--- src/rtl/ordm_pkg.sv ---
package ordm_pkg;

  localparam int DISTINCT_ENTRIES = 64;

  localparam logic [2:0] ACT_INSERT = 3'd0;
  localparam logic [2:0] ACT_DELETE = 3'd1;
  localparam logic [2:0] ACT_RANK   = 3'd2;
  localparam logic [2:0] ACT_KTH    = 3'd3;
  localparam logic [2:0] ACT_PRED   = 3'd4;
  localparam logic [2:0] ACT_SUCC   = 3'd5;

  localparam logic [1:0] ST_OK     = 2'd0;
  localparam logic [1:0] ST_NONE   = 2'd1;
  localparam logic [1:0] ST_FULL   = 2'd2;
  localparam logic [1:0] ST_ABSENT = 2'd3;

  localparam logic [15:0] COPIES_MAX = 16'hFFFF;

  typedef struct packed {
    logic [2:0]         action;
    logic signed [31:0] key_value;
    logic [15:0]        order_index;
  } in_t;

  typedef struct packed {
    logic signed [31:0] answer_value;
    logic [16:0]        answer_rank;
    logic [1:0]         status;
  } out_t;

  // what a cell shows its neighbours and the top level
  typedef struct packed {
    logic        occ;
    logic        lt;
    logic        eq;
    logic [31:0] value;
    logic [15:0] copies;
    logic [15:0] below;
  } cell_t;

  // update broadcast to every cell
  typedef struct packed {
    logic        ins_new;
    logic        ins_hit;
    logic        del_dec;
    logic        del_rm;
    logic [31:0] key;
  } ctrl_t;

endpackage

--- src/rtl/ordm_cell.sv ---
module ordm_cell (
  input  logic            clk_i,
  input  logic            rst_ni,
  input  ordm_pkg::ctrl_t ctrl_i,
  input  ordm_pkg::cell_t left_i,
  input  ordm_pkg::cell_t right_i,
  output ordm_pkg::cell_t cell_o
);

  logic [31:0] value_q, value_d;
  logic [15:0] copies_q, copies_d;
  logic [15:0] below_q, below_d;
  logic        occ, lt, eq, is_pos;

  assign occ    = (copies_q != 16'd0);
  assign lt     = occ && ($signed(value_q) < $signed(ctrl_i.key));
  assign eq     = occ && (value_q == ctrl_i.key);
  assign is_pos = !lt && left_i.lt;

  always_comb begin
    value_d  = value_q;
    copies_d = copies_q;
    below_d  = below_q;
    if (ctrl_i.ins_new && !lt) begin
      if (is_pos) begin
        value_d  = ctrl_i.key;
        copies_d = 16'd1;
        below_d  = left_i.below + left_i.copies;
      end else begin
        value_d  = left_i.value;
        copies_d = left_i.copies;
        below_d  = left_i.below + 16'd1;
      end
    end else if (ctrl_i.ins_hit) begin
      if (eq) begin
        copies_d = copies_q + 16'd1;
      end else if (!lt) begin
        below_d = below_q + 16'd1;
      end
    end else if (ctrl_i.del_dec) begin
      if (eq) begin
        copies_d = copies_q - 16'd1;
      end else if (!lt) begin
        below_d = below_q - 16'd1;
      end
    end else if (ctrl_i.del_rm && !lt) begin
      value_d  = right_i.value;
      copies_d = right_i.copies;
      below_d  = right_i.below - 16'd1;
    end
  end

  always_ff @(posedge clk_i or negedge rst_ni) begin
    if (!rst_ni) begin
      copies_q <= '0;
      below_q  <= '0;
    end else begin
      copies_q <= copies_d;
      below_q  <= below_d;
    end
  end

  always_ff @(posedge clk_i) begin
    value_q <= value_d;
  end

  assign cell_o = '{occ: occ, lt: lt, eq: eq, value: value_q,
                    copies: copies_q, below: below_q};

endmodule

--- config.mk ---
export PLATFORM = sky130hd
export DESIGN_NAME = ordm_cell
export DESIGN_NICKNAME = d
export VERILOG_FILES = /design/src/rtl/ordm_pkg.sv /design/src/rtl/ordm_cell.sv
export SDC_FILE = /design/constraint.sdc
export NUM_CORES = 1
export LEC_CHECK = 0
export ABC_AREA = 0
export BUFFER_PORTS_ARGS = -buffer_cell sky130_fd_sc_hd__buf_2
export CORE_AREA = 3 3 98 146
export DETAILED_ROUTE_END_ITERATION = 10
export DIE_AREA = 0 0 101 149
export PLACE_DENSITY = 0.81
export REMOVE_ABC_BUFFERS = 1
export SYNTH_ARGS = -nofsm -noshare
export SYNTH_HDL_FRONTEND = slang
export SYNTH_SLANG_ARGS = --single-unit
--- constraint.sdc ---
create_clock -name clk_i -period 5.2 [get_ports clk_i]
set_input_delay 1.04 -clock clk_i [delete_from_list [all_inputs] [get_ports clk_i]]
set_output_delay 1.04 -clock clk_i [all_outputs]
set_load 0.005 [all_outputs]
== After elaboration in Yosys (flattened, before gate mapping) ==
Index checks and enable logic that the tools add are counted.
W data, S select, Z words.

* Flip-flop bits (word level): 64
* Output and inout port bits: 67
* Input bits: 172

* Reductions and logical operators: 12
* Equality and inequality tests: 9
* Mux-type cells: 21
* Add/subtract/negate cells: 7
* Magnitude comparators: 1

{| class="wikitable"
|+ Operator list
! kind !! count
|-
| $mux W16 || 16
|-
| $mux W32 || 5
|-
| $add A16 B1 Y16 const B || 3
|-
| $sub A16 B1 Y16 const B || 3
|-
| $eq A32 B32 Y1 || 1
|-
| $lt A32 B32 Y1 || 1
|-
| $add A16 B16 Y16 || 1
|-
| $reduce_bool A16 Y1 || 1
|-
| $ne A3 B2 Y1 const B || 4
|-
| $ne A3 B1 Y1 const B || 2
|-
| $reduce_and A3 Y1 || 2
|-
| $logic_and A1 B1 Y1 || 5
|-
| $reduce_and A5 Y1 || 1
|-
| $ne A2 B1 Y1 const B || 2
|-
| $reduce_bool A4 Y1 || 1
|-
| $reduce_bool A2 Y1 || 1
|-
| $logic_not A1 Y1 || 1
|}

== Longest topological paths before layout ==
* Depth in word-level cells: 8
* Depth in mapped cells: 22

== Worst setup path before layout ==
OpenSTA, ideal clock, no wires.

* Path type: in2reg
* From: in ctrl_i[7] (netlist bit)
* To: reg below_q[14]
* Buffers on the path: 0
* Path slack: 0.065 ns
* Data required time: 5.062 ns
* Cell stages on the path: 21
* Library setup time: 0.138 ns
* Data arrival time: 4.998 ns
* Path through: inv_1 -> ha_1 -> a21oi_1 -> nand3_1 -> a221o_1 -> o31a_2 -> nor2_1 -> xnor2_1 -> nand2_1 -> inv_1 -> or3_1 -> ha_1 -> fa_1 -> a21oi_1 -> o211ai_1 -> o311ai_0 -> a31oi_1 -> a21o_1 -> a21oi_1 -> xor2_1 -> o221ai_1

* Word-level cells in the longest chain between the ends: 6
* Elaborated cells between the ends (all ways): 16

{| class="wikitable"
|+ Ends and longest elaborated chain
! item !! line !! RTL
|-
| start, declared || ordm_cell.sv:4 || <nowiki>input ordm_pkg::ctrl_t ctrl_i,</nowiki>
|-
| $lt A32 B32 Y1 * || ordm_cell.sv:16 || <nowiki>assign lt = occ && ($signed(value_q) < $signed(ctrl_i.key));</nowiki>
|-
| $logic_and A1 B1 Y1 * || ordm_cell.sv:16 ||
|-
| via lt || ordm_cell.sv:13 || <nowiki>logic occ, lt, eq, is_pos;</nowiki>
|-
| $logic_not A1 Y1 || ordm_cell.sv:18, ordm_cell.sv:24, ordm_cell.sv:46 ||
|-
| $logic_and A1 B1 Y1, on equally long branches || ordm_cell.sv:24, ordm_cell.sv:18, ordm_cell.sv:46 ||
|-
| $ne A3 B2 Y1 (no source line), or another cell as far along || n/a ||
|-
| $reduce_and A5 Y1 (no source line) / $mux W16 (equally long branches) || n/a ||
|-
| end signal, assigned || ordm_cell.sv:59 || <nowiki>below_q <= below_d;</nowiki>
|-
| end, declared || ordm_cell.sv:12 || <nowiki>logic [15:0] below_q, below_d;</nowiki>
|}

The timed path passes the listed nets; every way through them passes the cells marked *.
A chain may end at the register's enable or synchronous reset.

== Worst setup path in the final report ==
* From: in ctrl_i[27] (netlist bit)
* To: reg below_q[14]

* Word-level cells in the longest chain between the ends: 6
* Elaborated cells between the ends (all ways): 16

{| class="wikitable"
|+ Ends and longest elaborated chain
! item !! line
|-
| $lt A32 B32 Y1 || ordm_cell.sv:16
|-
| $logic_and A1 B1 Y1 || ordm_cell.sv:16
|-
| $logic_not A1 Y1 || ordm_cell.sv:18, ordm_cell.sv:24, ordm_cell.sv:46
|-
| $logic_and A1 B1 Y1, on equally long branches || ordm_cell.sv:24, ordm_cell.sv:18, ordm_cell.sv:46
|-
| $ne A3 B2 Y1 (no source line), or another cell as far along || n/a
|-
| $reduce_and A5 Y1 (no source line) / $mux W16 (equally long branches) || n/a
|}

Parallel ways exist; a longest one is shown, timed or not.

==> run_results.csv <==
group,metric,value,unit
layout,fillCellCount,1119,
run_status,status,"completed",
timing,setup_violations,0,
placed_design,portBuffers,233,
setup_path,start_kind,"input pin",
clocking,clock-root-buffer,"clkbuf_16",
clocking,clk_pin_slew_worst_paths,0.05,ns
global_route,grt_max_degree,60,
global_route,antenna_found_initial,2,
global_route,grt_pass1_vias,6943,
synthesis,synth_most_common_cell,"nand2_1",
timing,final-max-slew-violation-count,0,
timing,fin_tns_setup,0,ns
synthesis,async_flop_share,50.0,%
timing,hold_viol_final,0,
die,rows,51,
clocking,cts_made_buffers,9,
power,total_power,4.24,mW
layout,drive_gt1_share,32.2,%
power,p_leak,4.17,nW
synthesis,yosys.area.top_type,"edfxtp_1",
timing,fin_ws,0.235,ns
layout,nNetsFinal,1279,
synthesis,ys_ff_latch,64,
run,max-cap-violations,0,
die,initial_utilization,51.6,%
die,die_h,149,um
placed_design,dp_cells,1201,
routing,first_iter_violations,256,
clocking,tritoncts,"built",
die,dieWidth,101,um
setup_path,crit_buf_inv,5,
global_route,grt_usage,26.5,%
routing,dr.pass1.iters,5,
die,io_pins,239,
layout,final_cells,1221,
clocking,h-tree-depth,3,
die,die-area,0.0150,mm2
synthesis,synthTopCellsByArea,"edfxtp_1 14%, dfrtp_1 12%, ha_1 9.4%",
placed_design,gp_congestion,0.943,
clocking,clkLatencyLatePin,0.33,ns
clocking,clkSinkCount,64,
timing,finalCritPeriodShare,95.5,%
routing,vias,6961,
setup_path,path_delay_family,"compound AO/OA/AOI/OAI gates",
routing,drc_errors,0,
timing,timing.slew.headroom,39.5,%
synthesis,muxShareOfSynthArea,10.6,%
power,power-per-cell-area,494,mW/mm2
synthesis,synth-seq-area-share,26.0,%
placed_design,hpwl,15900,um
synthesis,synth_cell_type_count,70,
die,core,0.0131,mm2
routing,wl_per_cell,16.7,um
timing,fin_crit,4.97,ns
setup_path,crit_chain,"buf_2 -> inv_1 -> ha_1 -> nand4_1 -> nor4_2 -> buf_4 -> o31a_2 -> nor2_2 -> xnor2_1 -> nand2_1 -> inv_2 -> or3_1 -> ha_1 -> fa_2 -> a21oi_2 -> o211ai_1 -> o311ai_1 -> buf_4 -> a31oi_1 -> a21o_1 -> a21oi_1 -> xor2_1 -> o221ai_1",
clocking,cts.path.max_buffers,2,
setup_path,worstSetupPathType,"in2reg",
routing,ant_nets,0,
synthesis,synth_warnings,0,
global_route,grt_pass1_wl,32100,um
synthesis,syn_area_per_cell,8.26,um2
setup_path,cp_max_fo,4,
synthesis,synthAdderAreaFrac,9.70,%
setup_path,required,5.36,ns
global_route,grt_overflow,0,
routing,totalWireLength,20400,um
setup_path,arrival,5.13,ns
timing,fin_skew,0.0131,ns
power,ir_worst_vdd,0.239,mV
synthesis,postSynthCellCount,821,
synthesis,synth_top_family_by_area,"simple AND/OR/NAND/NOR gates",
synthesis,ys_top_cells_by_count,"85 x nand2_1, 77 x a21oi_1, 63 x nor2_1",
synthesis,synth-xor-area-share,8.78,%
layout,syn_to_final_growth,26.6,%
clocking,cts_hold_buf,0,
setup_path,slowest_delay,0.36,ns
timing,tightest_slew,0.908,ns
timing,timing.fmax,0.201,GHz
placed_design,dp_slack,-0.323,ns
setup_path,cp-end-kind,"register",
synthesis,synth_edf_count,32,
min_path,hold_class,"reg2reg",
synthesis,syn_area,0.00679,mm2
routing,via_per_inst,5.70,
synthesis,synthFlopType,"edfxtp_1",
synthesis,synth.top_cell.area_share,14.2,%
setup_path,slowest_stage,"nor4_2",
synthesis,synth_compound_area_share,17.6,%
synthesis,yosys.area_share.simple,19.7,%
[layer usage]
metal / track usage, % / vias up / wire length (um)
li1: - / 3424 / -
met1: 30.1 / 3240 / 7740
met2: 47.5 / 236 / 10700
met3: 3.84 / 61 / 1060
met4: 13.2 / 0 / 848
met5: 0 / - / 0
[kinds of logic (layout without fill, tap and decap cells)]
logic type	after synthesis	count (layout)
xor gates and xnor gates	68	68
muxes	70	70
adders and majority gates	52	52
AOI/OAI and AO/OA	199	199
and+or+nand+nor	268	268
buffers and inverters	100	339
DFF	64	64
other	0	2
[final cells by class]
cell class,count,area [um2],share of cell area [%]
Sequential cell,64,1760,20.5
Timing Repair Buffer,281,1550,18.1
Inverter,42,158,1.84
Clock inverter,7,125,1.46
Multi-Input combinational cell,657,4570,53.1
Clock buffer,9,225,2.62
Tap cell,159,199,2.32
Antenna cell,2,5.00,0.0583
[metrics by stage]
| stage | hold WS [ns] | util (%) | area [um2] |
|---|---|---|---|
| 2_1_floorplan | 0.542 | - | 6430 |
| 3_3_place_gp | 0.547 | 62.2 | 8170 |
| 3_5_place_dp | 0.577 | 62.2 | 8170 |
| 4_1_cts | 0.595 | 64.8 | 8520 |
| 5_1_grt | 0.636 | 65.4 | 8590 |
| 6_report | 0.586 | 65.4 | 8590 |
[where the power goes]
group	total, mW	internal, mW	switching, mW	leakage (nW)
Sequential	1.19	0.836	0.357	0.684
Clock	0.720	0.474	0.245	0.171
Combinational	2.33	1.13	1.20	3.32
[state kept, by name, indices dropped and copies added, names as in the netlist]
register and flops:
value_q 32, below_q 16, copies_q 16
[worst min-delay path, cell delays in order, from the launching register on]
cell and delay [ns]:
dfrtp_1 0.41, nand2_1 0.07, o21ai_0 0.06
[final timing paths]
check,start,end,slack [ns],cells after the start
max in group asynchronous,rst_ni,below_q[12],3.91,1
hold reg to reg,below_q[8],below_q[8],0.59,2
setup / recovery,ctrl_i[27],below_q[14],0.23,23
hold / removal,below_q[8],below_q[8],0.59,2
min in group asynchronous,rst_ni,below_q[1],0.78,1
setup reg to reg,value_q[26],below_q[14],0.66,21
[cell usage in the layout (no fill, tap or decap), drive strengths merged, types with 6 or more instances in the layout]
cell type / n
mux2: 17
nor2: 63
a21o: 8
a31oi: 6
a211oi: 13
xnor2: 40
o21ai: 59
xor2: 28
a21oi: 78
and3: 26
dfrtp: 32
buf: 281
nor3: 16
nand3: 20
or3: 6
mux2i: 53
ha: 51
edfxtp: 32
nor4: 9
o211ai: 12
nand4: 16
clkbuf: 9
inv: 45
nand2: 85
[what timing repair did]
| action | CTS | global route |
|---|---|---|
| buffers inserted | 0 | 2 |
| gates resized for setup | 0 | 12 |
| endpoints found under the setup margin | 0 | 7 |
No activity file was read; power rests on OpenSTA's default activity.
